<file path="src/fpc_pkg.sv">
// Shared types, codes and arithmetic helpers for the pixel format converter.
`default_nettype none
package fpc_pkg;

  localparam int PALETTE_DEPTH_DEF = 256;

  localparam int CFG_INDEX_W = 3;
  localparam int CFG_DATA_W  = 9;

  // configuration register indexes
  localparam logic [CFG_INDEX_W-1:0] REG_OUTPUT_MODE    = 3'd0;
  localparam logic [CFG_INDEX_W-1:0] REG_RED_POSITION   = 3'd1;
  localparam logic [CFG_INDEX_W-1:0] REG_RED_BITS       = 3'd2;
  localparam logic [CFG_INDEX_W-1:0] REG_GREEN_POSITION = 3'd3;
  localparam logic [CFG_INDEX_W-1:0] REG_GREEN_BITS     = 3'd4;
  localparam logic [CFG_INDEX_W-1:0] REG_BLUE_POSITION  = 3'd5;
  localparam logic [CFG_INDEX_W-1:0] REG_BLUE_BITS      = 3'd6;
  localparam logic [CFG_INDEX_W-1:0] REG_PALETTE_COUNT  = 3'd7;

  // output modes
  localparam logic [1:0] MODE_DIRECT  = 2'd0;
  localparam logic [1:0] MODE_PALETTE = 2'd1;
  localparam logic [1:0] MODE_MONO    = 2'd2;

  // input word actions
  localparam logic ACT_LOAD    = 1'b0;
  localparam logic ACT_CONVERT = 1'b1;

  typedef struct packed {
    logic [1:0] output_mode;
    logic [4:0] red_position;
    logic [3:0] red_bits;
    logic [4:0] green_position;
    logic [3:0] green_bits;
    logic [4:0] blue_position;
    logic [3:0] blue_bits;
    logic [8:0] palette_count;
  } cfg_t;

  typedef enum logic {
    ST_IDLE,
    ST_SEARCH
  } ctrl_state_t;

  typedef struct packed {
    logic take;       // input word accepted this cycle
    logic searching;  // palette walk in progress
    logic finish;     // palette walk result goes out this cycle
  } dp_cmd_t;

  typedef struct packed {
    logic needs_search;  // offered word starts a palette walk
    logic search_done;   // last palette compare retired
    logic hold_full;     // skid register occupied
  } dp_status_t;

  // (c * 255) / 31 for a 5-bit channel
  localparam logic [7:0] EXPAND5 [32] = '{
    8'd0,   8'd8,   8'd16,  8'd24,  8'd32,  8'd41,  8'd49,  8'd57,
    8'd65,  8'd74,  8'd82,  8'd90,  8'd98,  8'd106, 8'd115, 8'd123,
    8'd131, 8'd139, 8'd148, 8'd156, 8'd164, 8'd172, 8'd180, 8'd189,
    8'd197, 8'd205, 8'd213, 8'd222, 8'd230, 8'd238, 8'd246, 8'd255
  };

  // floor(x / 3) for x < 768, reciprocal multiply
  function automatic logic [7:0] div3(input logic [9:0] x);
    logic [25:0] prod;
    prod = 26'(x) * 26'd43691;
    return prod[24:17];
  endfunction

  function automatic logic [31:0] place_channel(input logic [4:0] c5,
                                                input logic [3:0] bits,
                                                input logic [4:0] pos);
    logic [7:0] wide;
    logic [3:0] keep;
    logic [7:0] v;
    wide = EXPAND5[c5];
    keep = (bits > 4'd8) ? 4'd8 : bits;
    v    = (keep == 4'd0) ? 8'd0 : (wide >> (4'd8 - keep));
    return {24'd0, v} << pos;
  endfunction

  function automatic logic [7:0] pixel_average(input logic [14:0] px);
    logic [9:0] sum;
    sum = {2'b00, px[14:10], 3'b000} + {2'b00, px[9:5], 3'b000}
        + {2'b00, px[4:0], 3'b000};
    return div3(sum);
  endfunction

  function automatic logic [7:0] entry_average(input logic [7:0] r,
                                               input logic [7:0] g,
                                               input logic [7:0] b);
    logic [9:0] sum;
    sum = {2'b00, r} + {2'b00, g} + {2'b00, b};
    return div3(sum);
  endfunction

endpackage
`default_nettype wire

</file>
<file path="src/fpc_cfg_regs.sv">
// Configuration register file of the pixel format converter.
`default_nettype none
module fpc_cfg_regs (
  input  wire logic                           clk,
  input  wire logic                           rst_n,
  input  wire logic                           wr_en,
  input  wire logic [fpc_pkg::CFG_INDEX_W-1:0] wr_index,
  input  wire logic [fpc_pkg::CFG_DATA_W-1:0]  wr_data,
  output fpc_pkg::cfg_t                       cfg
);
  import fpc_pkg::*;

  cfg_t cfg_r, cfg_nxt;

  always_comb begin
    cfg_nxt = cfg_r;
    if (wr_en) begin
      case (wr_index)
        REG_OUTPUT_MODE:    cfg_nxt.output_mode    = wr_data[1:0];
        REG_RED_POSITION:   cfg_nxt.red_position   = wr_data[4:0];
        REG_RED_BITS:       cfg_nxt.red_bits       = wr_data[3:0];
        REG_GREEN_POSITION: cfg_nxt.green_position = wr_data[4:0];
        REG_GREEN_BITS:     cfg_nxt.green_bits     = wr_data[3:0];
        REG_BLUE_POSITION:  cfg_nxt.blue_position  = wr_data[4:0];
        REG_BLUE_BITS:      cfg_nxt.blue_bits      = wr_data[3:0];
        REG_PALETTE_COUNT:  cfg_nxt.palette_count  = wr_data[8:0];
        default:            cfg_nxt = cfg_r;
      endcase
    end
  end

  always_ff @(posedge clk) begin
    if (!rst_n) begin
      cfg_r.output_mode    <= MODE_DIRECT;
      cfg_r.red_position   <= 5'd16;
      cfg_r.red_bits       <= 4'd8;
      cfg_r.green_position <= 5'd8;
      cfg_r.green_bits     <= 4'd8;
      cfg_r.blue_position  <= 5'd0;
      cfg_r.blue_bits      <= 4'd8;
      cfg_r.palette_count  <= 9'd0;
    end else begin
      cfg_r <= cfg_nxt;
    end
  end

  assign cfg = cfg_r;

endmodule
`default_nettype wire

</file>
<file path="config.mk">
export PLATFORM = sky130hd
export DESIGN_NAME = fpc_cfg_regs
export DESIGN_NICKNAME = d
export VERILOG_FILES = /design/src/fpc_pkg.sv /design/src/fpc_cfg_regs.sv
export SDC_FILE = /design/constraint.sdc
export NUM_CORES = 1
export LEC_CHECK = 0
export BUFFER_PORTS_ARGS = -buffer_cell sky130_fd_sc_hd__buf_2
export CAP_MARGIN = 20
export CORE_MARGIN = 2
export CORE_UTILIZATION = 25
export DETAILED_ROUTE_END_ITERATION = 10
export GPL_TIMING_DRIVEN = 0
export PLACE_DENSITY = 0.5
export SETUP_SLACK_MARGIN = 0.02
export SLEW_MARGIN = 5
export SYNTH_ARGS = -nofsm -noshare
export SYNTH_HDL_FRONTEND = slang
export SYNTH_SLANG_ARGS = --single-unit
</file>
<file path="constraint.sdc">
create_clock -name clk -period 1 [get_ports clk]
set_input_delay 0.05 -clock clk [delete_from_list [all_inputs] [get_ports clk]]
set_output_delay 0.05 -clock clk [all_outputs]
set_load 0.05 [all_outputs]
</file>
# ---- Yosys cells after proc, flatten, opt, wreduce, memory -nomap -nowiden
# Index checks and enable logic that the tools add are counted.
dict set report classes {
  n_eq_ne 7
  reduce_logical 9
}
# cell n
set ops {}
lappend ops {{$reduce_and A2 Y1} 8}
lappend ops {{$eq A3 B3 Y1 const B} 4}
lappend ops {{$eq A3 B2 Y1 const B} 2}
lappend ops {{$eq A3 B1 Y1 const B} 1}
lappend ops {{$logic_not A3 Y1} 1}
dict set report totals {
  output_inout_bits 38
  register_bits 38
  in_bits 15
  wordCells 24
}

# ---- Longest topological paths before layout
dict set report depth {
  ltp_word 2
  depth_mapped 4
  mapped_depth_nobuf 2
}

# ---- Worst setup path before layout
# OpenSTA, ideal clock, no wires.
dict set report synth_timing {
  path_kind {reg-to-reg}
  start {register cfg[13] (netlist name)}
  end {register cfg_r, in the netlist cfg[13]}
  setup_slack_ns 0.115
  n_path_buf 0
  stages_incl_launch_ff 3
  period_less_slack_ns 0.885
  setup_ns 0.073
  t_arrival_ns 0.813
  required_ns 0.927
  path_cell_list {dfxtp_1 -> nand2_1 -> mux2i_1}
}
# element line_no
set synth_lines {}
lappend synth_lines {{end signal: assignment} fpc_cfg_regs.sv:43} ;# cfg_r <= cfg_nxt;
lappend synth_lines {{end: declaration} fpc_cfg_regs.sv:13} ;# cfg_t cfg_r, cfg_nxt;

# ---- Worst setup path after layout
dict set report layout_timing {
  start {register cfg_r, in the netlist cfg[26]}
  end {output cfg[26] in the netlist's numbering}
}
# element line_no
set layout_lines {}
lappend layout_lines {{end: declaration} fpc_cfg_regs.sv:9} ;# output fpc_pkg::cfg_t cfg
# No word-level cell between the ends.

==> run_results.csv <==
group,metric,value,unit
finish,syn2layout_area_growth,30.3,%
floorplanning,die_height,82.7,um
status,status,"completed",
grt,grt_util_met1,14.4,%
timing,timing.final.ws_setup,0.0625,ns
clock_network,path_clk_slew,0.07,ns
timing,fmax,1070,MHz
power_and_ir_drop,switchingPower,0.794,mW
floorplanning,fp.dieW,82.7,um
timing,hold_viol_final,0,
finish,stdcell_count,277,
finish,drive_above_1_share,34.7,%
power_and_ir_drop,switching_share,26.3,%
clock_network,clock-sinks,38,
grt,grt_start_max_net_pins,12,
critical_path,reg2reg_slack,0.37,ns
critical_path,critPathArrivalTime,0.89,ns
timing,fin_crit_sh,93.8,%
critical_path,crit_chain,"buf_2",
grt,antenna_found_initial,0,
clock_network,cts-htree-levels,2,
clock_network,cts_root_buffer,"clkbuf_8",
grt,grt_pass1_vias,1163,
route,vias,1164,
floorplanning,ios,53,
clock_network,cts_tree,"done",
logic_synthesis,syn-mean-instance-area,10.6,um^2
power_and_ir_drop,p_int,2.22,mW
power_and_ir_drop,p_comb_share,12.3,%
power_and_ir_drop,p_leak,1.02,nW
power_and_ir_drop,power,3.02,mW
timing,worst_slew_pin_slew,0.524,ns
route,dr.first_iter.drc_count,24,
logic_synthesis,yosysWarningCount,0,
timing,finalSetupViolations,0,
floorplanning,start_util,26.0,%
timing,rsz0062_at_grt,"false",
placed_design,portBuffers,47,
power_and_ir_drop,power_density,1500,mW/mm^2
power_and_ir_drop,power_frac_clock,35.9,%
route,drtPass1Iterations,4,
floorplanning,dieArea,0.00683,mm^2
hold_path,hp-class,"input pin to register",
timing,relSlewSlack,65.0,%
timing,fin_skew,0,ns
clock_network,clock_latency,0.28,ns
clock_network,cts_buffers,5,
critical_path,cp.required,0.95,ns
critical_path,start_kind,"register",
floorplanning,num_rows,28,
route,totalWireLength,3710,um
finish,final_nets,216,
power_and_ir_drop,p_seq_share,51.7,%
floorplanning,core_area,0.00596,mm^2
finish,layout_commonest_cell,"nand2_1",
critical_path,end_kind,"primary output",
placed_design,dpl_cell_area,0.00188,mm^2
power_and_ir_drop,max-vdd-ir-drop,0.759,mV
route,vias_per_cell,4.20,
critical_path,cp.buffers_inverters,1,
logic_synthesis,yosysSeqAreaShare,49.2,%
grt,track_usage,11.6,%
grt,grt_pass1_wl,5690,um
placed_design,dp_worst_setup_slack,0.0686,ns
critical_path,worst_path_largest_cell_delay,0.34,ns
timing,holdWs,0.00530,ns
logic_synthesis,syn-num-nets,161,
timing,slew_violations,0,
logic_synthesis,yosysTopAreaCell,"dfxtp_1",
finish,final_cell_mix,"nand2_1, mux2i_1, dfxtp_1",
job,cap_violations,0,
critical_path,crit_path_top_delay_cell,"dfxtp_1",
grt,gr-usage-met3,3.48,%
route,wl_per_cell,13.4,um
placed_design,dp.cells,268,
finish,fin_util,33.8,%
grt,grtUsageMet2,18.8,%
placed_design,place_hpwl,2670,um
finish,diodes,0,
placed_design,routabilityCongestion,0.644,
logic_synthesis,synthCells,146,
timing,finalSetupTns,0,ns
timing,layout_min_cycle_time,0.938,ns
finish,postLayoutCellArea,0.00201,mm^2
logic_synthesis,ys_seq_elements,38,
critical_path,crit_fanout,2,
grt,grt_overflow_total,0,
clock_network,clockBufferDepth,2,
clock_network,post_cts_buffers,0,
route,ant_nets,0,
logic_synthesis,synth_area_leaders,"dfxtp_1, mux2i_1, nand2_1",
grt,busiest_layer,"met2",
critical_path,crit_family,"flip-flops",
logic_synthesis,yosysTopAreaCellShare,49.2,%
critical_path,crit_type,"register to primary output",
logic_synthesis,synthDistinctLibCells,15,
logic_synthesis,synth_area,0.00155,mm^2
route,drcViolationCount,0,
finish,largest_reg_flops,38,
-- metal layers --
| layer | vias up | wire, um |
|---|---|---|
| met5 | - | 0 |
| met4 | 0 | 49 |
| met3 | 6 | 199 |
| met2 | 33 | 1740 |
| met1 | 534 | 1720 |
| li1 | 591 | - |
-- final cells by class --
| class | count | area, um^2 |
|---|---|---|
| fillers | 643 | 3940 |
| clock inverters | 1 | 5.00 |
| plain buffers | 13 | 95.1 |
| well taps | 75 | 93.8 |
| multi-input cells | 95 | 691 |
| flip-flops and latches | 38 | 761 |
| repair buffers | 48 | 283 |
| clock buffers | 7 | 86.3 |
-- cell usage after synthesis, drive strengths merged --
cell	count
nand2	42
dfxtp	38
mux2i	38
buf	11
nor2b	7
nand4b	3
clkbuf	2
and4bb	1
nand4	1
nand4bb	1
nor4b	1
nor4bb	1
-- power by group through the flow --
stage / registers (mW) / logic [mW] / clock network, mW
final: 1.56 / 0.371 / 1.08
after global routing: 1.57 / 0.400 / 1.19
after CTS: 1.56 / 0.373 / 1.14
after detailed placement: 1.60 / 0.369 / 0
after global placement: 1.60 / 0.367 / 0
after floorplan: 1.71 / 0.153 / 0
-- cell families (layout without fill, tap and decap cells) --
kind of cell  after synthesis  in the layout  share of synthesized area [%]
flops                      38             38                           49.2
mux                        38             38                           24.6
buf+inv                    13             69                           6.15
simple gates               57             57                           20.1
-- worst paths after layout --
check,from,to,cells after the start
max reg2reg,cfg[12]$_SDFFE_PN1P_,cfg[12]$_SDFFE_PN1P_,2
min reg2reg,cfg[8]$_SDFFE_PN0P_,cfg[8]$_SDFFE_PN0P_,2
min,wr_data[5],cfg[5]$_SDFFE_PN0P_,3
max,cfg[26]$_SDFFE_PN0P_,cfg[26],1
-- what timing repair did --
item	in CTS	in global routing
gates resized for setup	0	15
setup endpoints to repair	0	15
hold buffers	1	0
endpoints found under the hold margin	1	0
(Power assumes the default switching activity.)
