### src/fpc_pkg.sv
// Shared types, codes and arithmetic helpers for the pixel format converter.
`default_nettype none
package fpc_pkg;

  localparam int PALETTE_DEPTH_DEF = 256;

  localparam int CFG_INDEX_W = 3;
  localparam int CFG_DATA_W  = 9;

  // configuration register indexes
  localparam logic [CFG_INDEX_W-1:0] REG_OUTPUT_MODE    = 3'd0;
  localparam logic [CFG_INDEX_W-1:0] REG_RED_POSITION   = 3'd1;
  localparam logic [CFG_INDEX_W-1:0] REG_RED_BITS       = 3'd2;
  localparam logic [CFG_INDEX_W-1:0] REG_GREEN_POSITION = 3'd3;
  localparam logic [CFG_INDEX_W-1:0] REG_GREEN_BITS     = 3'd4;
  localparam logic [CFG_INDEX_W-1:0] REG_BLUE_POSITION  = 3'd5;
  localparam logic [CFG_INDEX_W-1:0] REG_BLUE_BITS      = 3'd6;
  localparam logic [CFG_INDEX_W-1:0] REG_PALETTE_COUNT  = 3'd7;

  // output modes
  localparam logic [1:0] MODE_DIRECT  = 2'd0;
  localparam logic [1:0] MODE_PALETTE = 2'd1;
  localparam logic [1:0] MODE_MONO    = 2'd2;

  // input word actions
  localparam logic ACT_LOAD    = 1'b0;
  localparam logic ACT_CONVERT = 1'b1;

  typedef struct packed {
    logic [1:0] output_mode;
    logic [4:0] red_position;
    logic [3:0] red_bits;
    logic [4:0] green_position;
    logic [3:0] green_bits;
    logic [4:0] blue_position;
    logic [3:0] blue_bits;
    logic [8:0] palette_count;
  } cfg_t;

  typedef enum logic {
    ST_IDLE,
    ST_SEARCH
  } ctrl_state_t;

  typedef struct packed {
    logic take;       // input word accepted this cycle
    logic searching;  // palette walk in progress
    logic finish;     // palette walk result goes out this cycle
  } dp_cmd_t;

  typedef struct packed {
    logic needs_search;  // offered word starts a palette walk
    logic search_done;   // last palette compare retired
    logic hold_full;     // skid register occupied
  } dp_status_t;

  // (c * 255) / 31 for a 5-bit channel
  localparam logic [7:0] EXPAND5 [32] = '{
    8'd0,   8'd8,   8'd16,  8'd24,  8'd32,  8'd41,  8'd49,  8'd57,
    8'd65,  8'd74,  8'd82,  8'd90,  8'd98,  8'd106, 8'd115, 8'd123,
    8'd131, 8'd139, 8'd148, 8'd156, 8'd164, 8'd172, 8'd180, 8'd189,
    8'd197, 8'd205, 8'd213, 8'd222, 8'd230, 8'd238, 8'd246, 8'd255
  };

  // floor(x / 3) for x < 768, reciprocal multiply
  function automatic logic [7:0] div3(input logic [9:0] x);
    logic [25:0] prod;
    prod = 26'(x) * 26'd43691;
    return prod[24:17];
  endfunction

  function automatic logic [31:0] place_channel(input logic [4:0] c5,
                                                input logic [3:0] bits,
                                                input logic [4:0] pos);
    logic [7:0] wide;
    logic [3:0] keep;
    logic [7:0] v;
    wide = EXPAND5[c5];
    keep = (bits > 4'd8) ? 4'd8 : bits;
    v    = (keep == 4'd0) ? 8'd0 : (wide >> (4'd8 - keep));
    return {24'd0, v} << pos;
  endfunction

  function automatic logic [7:0] pixel_average(input logic [14:0] px);
    logic [9:0] sum;
    sum = {2'b00, px[14:10], 3'b000} + {2'b00, px[9:5], 3'b000}
        + {2'b00, px[4:0], 3'b000};
    return div3(sum);
  endfunction

  function automatic logic [7:0] entry_average(input logic [7:0] r,
                                               input logic [7:0] g,
                                               input logic [7:0] b);
    logic [9:0] sum;
    sum = {2'b00, r} + {2'b00, g} + {2'b00, b};
    return div3(sum);
  endfunction

endpackage
`default_nettype wire

### src/fpc_datapath.sv
// Datapath: channel packing, palette memory and walk, mono packer, output skid.
`default_nettype none
module fpc_datapath #(
  parameter int PALETTE_DEPTH = fpc_pkg::PALETTE_DEPTH_DEF
) (
  input  wire logic        clk,
  input  wire logic        rst_n,
  input  fpc_pkg::cfg_t    cfg,
  input  fpc_pkg::dp_cmd_t cmd,
  output fpc_pkg::dp_status_t status,
  input  wire logic        in_action,
  input  wire logic [14:0] in_pixel_color,
  input  wire logic [7:0]  in_entry_index,
  input  wire logic [7:0]  in_entry_red,
  input  wire logic [7:0]  in_entry_green,
  input  wire logic [7:0]  in_entry_blue,
  output logic             out_valid,
  input  wire logic        out_stall,
  output logic [31:0]      out_native_value
);
  import fpc_pkg::*;

  localparam int AW = $clog2(PALETTE_DEPTH);
  localparam int CW = $clog2(PALETTE_DEPTH + 1);
  localparam logic [8:0] DEPTH9 = 9'(PALETTE_DEPTH);

  // palette memory holds each entry's channel average
  logic [7:0]    pal_mem [PALETTE_DEPTH];
  logic [7:0]    rdata_r;

  logic [CW-1:0] idx_r, idx_nxt;
  logic [CW-1:0] n_r, n_nxt;
  logic [AW-1:0] rd_idx_r, rd_idx_nxt;
  logic          rd_valid_r, rd_valid_nxt;
  logic [7:0]    avg_r, avg_nxt;
  logic [8:0]    best_r, best_nxt;
  logic [AW-1:0] pick_r, pick_nxt;

  logic [7:0]    mono_shift_r, mono_shift_nxt;
  logic [2:0]    mono_count_r, mono_count_nxt;

  logic          out_valid_r, out_valid_nxt;
  logic [31:0]   out_data_r, out_data_nxt;
  logic          hold_valid_r, hold_valid_nxt;
  logic [31:0]   hold_data_r, hold_data_nxt;

  logic          convert, pal_we, issuing, prod;
  logic [7:0]    px_avg, diff, mono_byte;
  logic [8:0]    n_full;
  logic [31:0]   direct_val, imm_val, res_val;
  logic          res_valid, out_free;

  assign convert  = (in_action == ACT_CONVERT);
  assign px_avg   = pixel_average(in_pixel_color);
  assign n_full   = (cfg.palette_count > DEPTH9) ? DEPTH9 : cfg.palette_count;
  assign pal_we   = cmd.take && !convert && ({1'b0, in_entry_index} < DEPTH9);
  assign issuing  = cmd.searching && (idx_r < n_r);
  assign mono_byte = {mono_shift_r[6:0], px_avg[7]};

  assign direct_val =
      place_channel(in_pixel_color[14:10], cfg.red_bits, cfg.red_position) |
      place_channel(in_pixel_color[9:5], cfg.green_bits, cfg.green_position) |
      place_channel(in_pixel_color[4:0], cfg.blue_bits, cfg.blue_position);

  assign status.needs_search = convert && (cfg.output_mode == MODE_PALETTE) &&
                               (cfg.palette_count != 9'd0);
  assign status.search_done  = !issuing && !rd_valid_r;
  assign status.hold_full    = hold_valid_r;

  // direct, mono and empty-palette results are available in the cycle the word is taken
  always_comb begin
    prod    = 1'b0;
    imm_val = 32'd0;
    if (convert) begin
      case (cfg.output_mode)
        MODE_DIRECT: begin
          prod    = 1'b1;
          imm_val = direct_val;
        end
        MODE_PALETTE: begin
          prod    = (cfg.palette_count == 9'd0);  // empty palette gives index 0
          imm_val = 32'd0;
        end
        MODE_MONO: begin
          prod    = (mono_count_r == 3'd7);
          imm_val = {24'd0, mono_byte};
        end
        default: prod = 1'b0;
      endcase
    end
  end

  assign res_valid = (cmd.take && prod) || cmd.finish;
  assign res_val   = cmd.finish ? 32'(pick_r) : imm_val;

  // mono gatherer
  always_comb begin
    mono_shift_nxt = mono_shift_r;
    mono_count_nxt = mono_count_r;
    if (cmd.take && convert && (cfg.output_mode == MODE_MONO)) begin
      if (mono_count_r == 3'd7) begin
        mono_shift_nxt = 8'd0;
        mono_count_nxt = 3'd0;
      end else begin
        mono_shift_nxt = mono_byte;
        mono_count_nxt = mono_count_r + 3'd1;
      end
    end
  end

  // palette walk: one read issued per cycle, compared in the cycle after
  assign diff = (rdata_r >= avg_r) ? (rdata_r - avg_r) : (avg_r - rdata_r);

  always_comb begin
    idx_nxt      = idx_r;
    n_nxt        = n_r;
    avg_nxt      = avg_r;
    best_nxt     = best_r;
    pick_nxt     = pick_r;
    rd_idx_nxt   = rd_idx_r;
    rd_valid_nxt = 1'b0;
    if (cmd.take && status.needs_search) begin
      idx_nxt  = '0;
      n_nxt    = CW'(n_full);
      avg_nxt  = px_avg;
      best_nxt = '1;
      pick_nxt = '0;
    end else begin
      if (issuing) begin
        rd_idx_nxt   = idx_r[AW-1:0];
        rd_valid_nxt = 1'b1;
        idx_nxt      = idx_r + CW'(1);
      end
      // strict less-than keeps the lowest index on ties
      if (rd_valid_r && ({1'b0, diff} < best_r)) begin
        best_nxt = {1'b0, diff};
        pick_nxt = rd_idx_r;
      end
    end
  end

  always_ff @(posedge clk) begin
    if (pal_we) begin
      pal_mem[in_entry_index[AW-1:0]] <=
          entry_average(in_entry_red, in_entry_green, in_entry_blue);
    end
    if (issuing) begin
      rdata_r <= pal_mem[idx_r[AW-1:0]];
    end
  end

  // output register with one skid entry behind it
  assign out_free = !out_valid_r || !out_stall;

  always_comb begin
    out_valid_nxt  = out_valid_r;
    out_data_nxt   = out_data_r;
    hold_valid_nxt = hold_valid_r;
    hold_data_nxt  = hold_data_r;
    if (out_free) begin
      if (hold_valid_r) begin
        out_valid_nxt  = 1'b1;
        out_data_nxt   = hold_data_r;
        hold_valid_nxt = res_valid;
        hold_data_nxt  = res_val;
      end else begin
        out_valid_nxt = res_valid;
        out_data_nxt  = res_val;
      end
    end else if (res_valid) begin
      hold_valid_nxt = 1'b1;
      hold_data_nxt  = res_val;
    end
  end

  always_ff @(posedge clk) begin
    if (!rst_n) begin
      rd_valid_r   <= 1'b0;
      idx_r        <= '0;
      n_r          <= '0;
      mono_shift_r <= 8'd0;
      mono_count_r <= 3'd0;
      out_valid_r  <= 1'b0;
      hold_valid_r <= 1'b0;
    end else begin
      rd_valid_r   <= rd_valid_nxt;
      idx_r        <= idx_nxt;
      n_r          <= n_nxt;
      mono_shift_r <= mono_shift_nxt;
      mono_count_r <= mono_count_nxt;
      out_valid_r  <= out_valid_nxt;
      hold_valid_r <= hold_valid_nxt;
    end
  end

  always_ff @(posedge clk) begin
    rd_idx_r    <= rd_idx_nxt;
    avg_r       <= avg_nxt;
    best_r      <= best_nxt;
    pick_r      <= pick_nxt;
    out_data_r  <= out_data_nxt;
    hold_data_r <= hold_data_nxt;
  end

  assign out_valid        = out_valid_r;
  assign out_native_value = out_data_r;

endmodule
`default_nettype wire

### config.mk
export PLATFORM = sky130hd
export DESIGN_NAME = fpc_datapath
export DESIGN_NICKNAME = d
export VERILOG_FILES = /design/src/fpc_pkg.sv /design/src/fpc_datapath.sv
export SDC_FILE = /design/constraint.sdc
export NUM_CORES = 2
export LEC_CHECK = 0
export ABC_CLOCK_PERIOD_IN_PS = 30700
export CORE_ASPECT_RATIO = 1.1
export CORE_MARGIN = 3
export CORE_UTILIZATION = 41
export DETAILED_ROUTE_END_ITERATION = 12
export DONT_BUFFER_PORTS = 1
export GPL_ROUTABILITY_DRIVEN = 0
export PLACE_DENSITY = 0.61
export SLEW_MARGIN = 5
export SYNTH_ARGS = -nofsm -noshare
export SYNTH_HDL_FRONTEND = slang
export SYNTH_SLANG_ARGS = --single-unit
### constraint.sdc
create_clock -name clk -period 30.7 [get_ports clk]
set_input_delay 4.605 -clock clk [delete_from_list [all_inputs] [get_ports clk]]
set_output_delay 4.605 -clock clk [all_outputs]
set_load 0.1 [all_outputs]
# After elaboration in Yosys (flattened, before gate mapping)
# Memories as Yosys holds them, arrays and structs flattened. A register that Yosys moved wholly into a read port is not among the register bits.
# Cells that the tools add are included.
[word_totals]
n_memories = 4
in_bits = 92
mem_bits_ro = 768
register_bits = 128
elab_cells = 116
ram_bits = 2048
[mem_list]
columns = ["memory", "words", "width", "rd", "rd_clocked_by_memory_dff", "write_ports", "line_no", "rtl"]
rows = [
  ["pal_mem", 256, 8, 1, 1, 1, "fpc_datapath.sv:28", "logic [7:0] pal_mem [PALETTE_DEPTH];"],
  ["(name not given)", 32, 8, 1, 0, 0, "fpc_pkg.sv:78", "wide = EXPAND5[c5];"],
  ["(name not given)", 32, 8, 1, 0, 0, "fpc_pkg.sv:78", ""],
  ["(name not given)", 32, 8, 1, 0, 0, "fpc_pkg.sv:78", ""],
]
[op_classes]
mux = 32
bitwise = 7
reduce_logical = 27
n_eq_ne = 4
shift = 6
n_mul = 2
n_lt_le_gt_ge = 10
n_addsub = 11
[ops]
columns = ["cell", "n"]
rows = [
  ["2-to-1 mux 32 bit", 6],
  ["left shift 8 x 5 -> 32 bit", 3],
  ["2-to-1 mux 8 bit", 10],
  ["bitwise OR 32 bit", 2],
  ["one-hot mux 32 bit (2 select lines)", 1],
  ["multiplier 10 x 16 -> 25 bit (second input constant)", 2],
  ["right shift 8 x 4 -> 8 bit", 3],
  ["adder 9 x 8 -> 10 bit", 2],
  ["adder 8 x 8 -> 9 bit", 2],
  [">= comparator 6 bit (second input constant)", 3],
  ["inverter 5 -> 6 bit", 3],
  ["subtractor 8 bit", 2],
  ["> comparator 4 bit (second input constant)", 3],
  ["logical NOT 4 bit", 3],
  ["2-to-1 mux 4 bit", 3],
  ["subtractor 4 bit (first input constant)", 3],
  ["logical AND 1 bit", 10],
  ["adder 9 x 1 -> 9 bit (second input constant)", 1],
  ["> comparator 9 bit (second input constant)", 1],
  ["logical NOT 9 bit", 1],
  ["< comparator 8 x 9 -> 1 bit", 1],
  ["< comparator 9 bit", 1],
  ["2-to-1 mux 9 bit", 1],
  ["nonzero test 9 bit", 1],
  ["other kinds (17)", 31],
]

# Depth between registers and ports, before layout
[logic_depth]
ltp_word = 14
mapped_depth = 30
depth_no_buf = 30

# Worst setup path before layout
# Ideal clock, no wire load.
[synth_path]
path_kind = "in2reg"
startpoint = "input in_entry_red[1]"
endpoint = "memory pal_mem[0][7] (data pin)"
slack_ns = 11.556
path_stages = 30
t_arrival_ns = 17.498
cell_sequence = "fa_1 ha_1 inv_1 fa_1 inv_1 a21oi_1 o21bai_1 a21o_1 a21oi_1 nor2b_1 o21a_1 ha_1 inv_1 fa_1 inv_1 fa_1 inv_1 fa_1 inv_1 fa_1 ha_1 o21ai_0 nand2b_1 o2111ai_1 o211ai_1 nand4_1 a31o_2 o21bai_1 a21oi_1 xnor2_1"
[synth_via]
elab_chain_len = 3
[synth_rtl]
columns = ["element", "line_no", "rtl"]
rows = [
  ["start, declared", "fpc_datapath.sv:14", "input wire logic [7:0] in_entry_red,"],
  ["adder 8 x 8 -> 9 bit", "fpc_pkg.sv:95", "sum = {2'b00, r} + {2'b00, g} + {2'b00, b};"],
  ["adder 9 x 8 -> 10 bit", "fpc_pkg.sv:95", ""],
  ["multiplier 10 x 16 -> 25 bit", "fpc_pkg.sv:68", "prod = 26'(x) * 26'd43691;"],
  ["end, declared", "fpc_datapath.sv:28", ""],
]
# No other way between the ends.

# Worst setup path in the final report
[layout_path]
startpoint = "input in_entry_red[1]"
endpoint = "memory pal_mem[177][6] (data pin)"
# The elaborated chain is that of the path after synthesis.

==> impl_table.tex <==
\begin{tabular}{lr}
\hline
Metric & Value \\
\hline
\multicolumn{2}{l}{\textbf{Route}} \\
Count of nets left with antenna violations after detail routing & 0 \\
Number of vias per cell after detailed routing & 5.85 \\
Post-detailed-route wirelength per cell & 27.7 um \\
Number of design rule violations left after detail routing & 0 \\
First-iteration detailed-routing DRC count & 4595 \\
Final WL & between 200000 and 250000 um \\
First drt pass iteration count & 8 \\
Total via count in the routed design & 46.5k \\
\multicolumn{2}{l}{\textbf{Final layout}} \\
Non-filler instance count after layout & about 7.9k \\
Number of nets in the final layout & 5128 \\
Layout area overhead & 11.0\% \\
Final design area excluding fillers & 103000 um\^{}2 \\
Fill count & 18.6k \\
Share of the core filled with cells in the final layout & 45.9\% \\
Share of layout cells above drive strength 1 & 22.5\% \\
\multicolumn{2}{l}{\textbf{Floorplan}} \\
\# rows & 182 \\
Initial cell density of the core & a little over 40\% \\
DIE WIDTH & between 400 and 500 um \\
I/O pins & 128 \\
Die Area & 232000 um\^{}2 \\
Core box area & 224000 um\^{}2 \\
Height of the die & 505 um \\
\multicolumn{2}{l}{\textbf{Placement}} \\
IO buf count & 0 \\
Number of instances in the placed design & 7544 \\
Placed standard-cell area & 96200 um\^{}2 \\
Detail Placement HPWL & between 100000 and 150000 um \\
\multicolumn{2}{l}{\textbf{Synthesis}} \\
Synthesized cell area & 92800 um\^{}2 \\
Post-Syn Nets & just over 5k \\
Number of register bits inferred by synthesis & 2184 \\
Post-synth ARST share & 0\% \\
Share of the synthesized area in the top cell type & 69.1\% \\
Top cells by count, synth & 2136 x edfxtp\_1, 674 x mux4\_2, 369 x nor2\_1 \\
Syn Inst Count & 4810 \\
Dominant cell by count in the synthesized netlist & edfxtp\_1 \\
Dominant cell type by area after synthesis & edfxtp\_1 \\
EDFF count, synth & 2136 \\
Synthesized area per cell & 19.3 um\^{}2 \\
Leading register cell type out of synthesis & edfxtp\_1 \\
Unique masters post-synth & 95 \\
Top cells by area in the synthesized netlist & edfxtp\_1 69\%, mux4\_2 16\%, ha\_1 2.2\% \\
Fraction of the yosys area taken by sequential cells & 70.1\% \\
Yosys Warn Count & 0 \\
\multicolumn{2}{l}{\textbf{STA}} \\
Setup TNS after final layout & 0 ns \\
Number of failing hold endpoints at the final stage & 0 \\
Fin crit share & between 40\% and 50\% \\
Skew final & approximately 0.041 ns \\
Transition time of the tightest slew-check pin & 1.22 ns \\
Total of endpoints with negative setup slack in the final report & 0 \\
Number of pins with negative max-slew slack in the final report & 0 \\
Final critical-path required period & 12.87 ns \\
Achievable clock frequency & 0.0777 GHz \\
Max\_slew headroom & approximately 18\% \\
Setup repair after global routing missed its margin & false \\
\multicolumn{2}{l}{\textbf{CTS}} \\
Total clock buffers created by CTS & between 200 and 250 \\
TritonCTS clock tree & done \\
Insertion delay to the later sink of the worst-skew pair & 0.85 ns \\
Clock-pin transition on the worst setup and hold timing paths & 0.07 ns \\
CTS sink count & around 2.2k \\
Cts hold-fix bufs & 0 \\
Library cell used as clock root buffer & clkbuf\_16 \\
Post\_cts resized & 0 \\
Maximum buffer depth of the clock tree & 3 \\
Post-CTS setup buffer count & 0 \\
H-tree levels & 4 \\
\multicolumn{2}{l}{\textbf{Setup path}} \\
Worst reg2reg setup slack & 25.01 ns \\
Required time of the worst setup path & about 31 ns \\
Family with the most delay on the worst path & adder cells \\
Data arrival, critical path & 13.37 ns \\
Crit-path max cell delay & 0.91 ns \\
Critical path type & in2reg \\
R2r worst-path depth & 8 \\
Critical-path maximum fanout & 106 \\
Crit path capture type & flop \\
Bufs and invs on worst path & 9 \\
Endpoint of the lowest-slack register-to-register path & rdata\_r[0]\$\_DFFE\_PP\_ \\
Nature of the critical path startpoint & input port \\
Slowest cell on the critical path & buf\_4 \\
Startpoint of the most critical register-to-register path & idx\_r[1]\$\_SDFFE\_PP0P\_ \\
\multicolumn{2}{l}{\textbf{GRT}} \\
GRT Resource Usage Total & 19.0\% \\
Wire length of the first global-routing pass & 327000 um \\
Residual overflow from global routing & 0 \\
Maximum number of pins on one net before global-route repair & 205 \\
Initial antenna violation count & 5 \\
Vias in the first global route & 47.3k \\
\multicolumn{2}{l}{\textbf{Worst hold path}} \\
Hold wc startpoint & n\_r[0]\$\_SDFFE\_PN0P\_ \\
End point of the most critical hold path & n\_r[0]\$\_SDFFE\_PN0P\_ \\
Number of cells on the worst hold path & 2 \\
Tightest Hold Check Type & reg2reg \\
\multicolumn{2}{l}{\textbf{Flow run}} \\
Max-cap violations & 0 \\
\multicolumn{2}{l}{\textbf{Run status}} \\
Outcome & finished clean \\
\hline
\end{tabular}
## cells by family after synthesis
group                      Yosys count  share of synthesized area [%]
adders and majority gates          222                           3.47
buffers and inverters              436                           1.84
and+or+nand+nor                    758                           3.73
xor gates and xnor gates            48                          0.461
DFF                               2184                           70.1
AOI/OAI and AO/OA                  419                           3.23
muxes                              743                           17.2
## worst min-delay path, cell delays in order (launching register included)
cell	delay (ns)
dfxtp_1	0.31
nand2_1	0.05
a21boi_0	0.06
## final cells by class
cell class	instances	area, um^2	share of cell area (%)
antenna	2	5.00	0.00486
clock buffer	269	5680	5.51
clock inverter	125	1140	1.11
inverter	168	633	0.614
multi-input combinational	2190	26200	25.4
sequential	2184	65100	63.2
tap	2944	3680	3.58
timing repair buffer	58	568	0.551
## routing by layer
layer	global-route usage (%)	part of all wire, %	up-vias
met4	5.25	2.6	0
met2	31.4	50	1727
met3	3.44	6.8	367
met5	0	0	-
li1	-	-	19700
met1	25.9	41	24700
## registers in the layout, indices dropped and copies added (netlist names)
signal	flops
pal_mem	2048
hold_data_r	32
out_native_value	32
best_r	9
idx_r	9
n_r	9
avg_r	8
pick_r	8
rd_idx_r	8
rdata_r	8
mono_shift_r	7
mono_count_r	3
hold_valid_r	1
out_valid	1
rd_valid_r	1
## per-stage QoR
stage	setup slack, ns	hold slack [ns]
floorplan	11.56	0.428
global placement	17.01	0.454
detailed placement	16.86	0.460
CTS	17.76	0.473
global route	17.19	0.487
finish	17.83	0.468
## layout by cell type, fill, tap and decap left out, types with 22 or more instances in the layout
master     Yosys  final
nand3_1       59     50
buf_4          4     48
dfxtp_1       48     42
nor2b_1       36     35
clkinv_2       0     40
clkinv_1       8     53
edfxtp_1    2136   2136
inv_1        157    157
mux2i_1       38     38
ha_1         161    161
fa_1          60     60
mux4_2       674    674
mux2_2        27     27
nor3_1        26     26
a21o_1        23     23
xnor2_1       29     24
nand2_1      132    132
a22oi_1       22     22
a21oi_1       82     82
o21ai_0       60     59
nor2_1       369    368
nand2b_1      22     22
clkbuf_16      0    217
clkbuf_1     182     47
## worst max path at each step
stage | startpoint | to | slack [ns] | cells after the start
floorplan | in_entry_red[1] | pal_mem[0][7]$_DFFE_PP_ | 11.56 | 30
global placement | in_entry_red[1] | pal_mem[180][6]$_DFFE_PP_ | 17.01 | 31
detailed placement | in_entry_red[1] | pal_mem[184][6]$_DFFE_PP_ | 16.86 | 31
CTS | in_entry_red[1] | pal_mem[177][6]$_DFFE_PP_ | 17.76 | 31
global route | in_entry_red[1] | pal_mem[177][6]$_DFFE_PP_ | 17.19 | 31
finish | in_entry_red[1] | pal_mem[177][6]$_DFFE_PP_ | 17.83 | 31
Power is not shown: default switching activity piles up to over one toggle a cycle in this logic, so the estimate is an artifact.
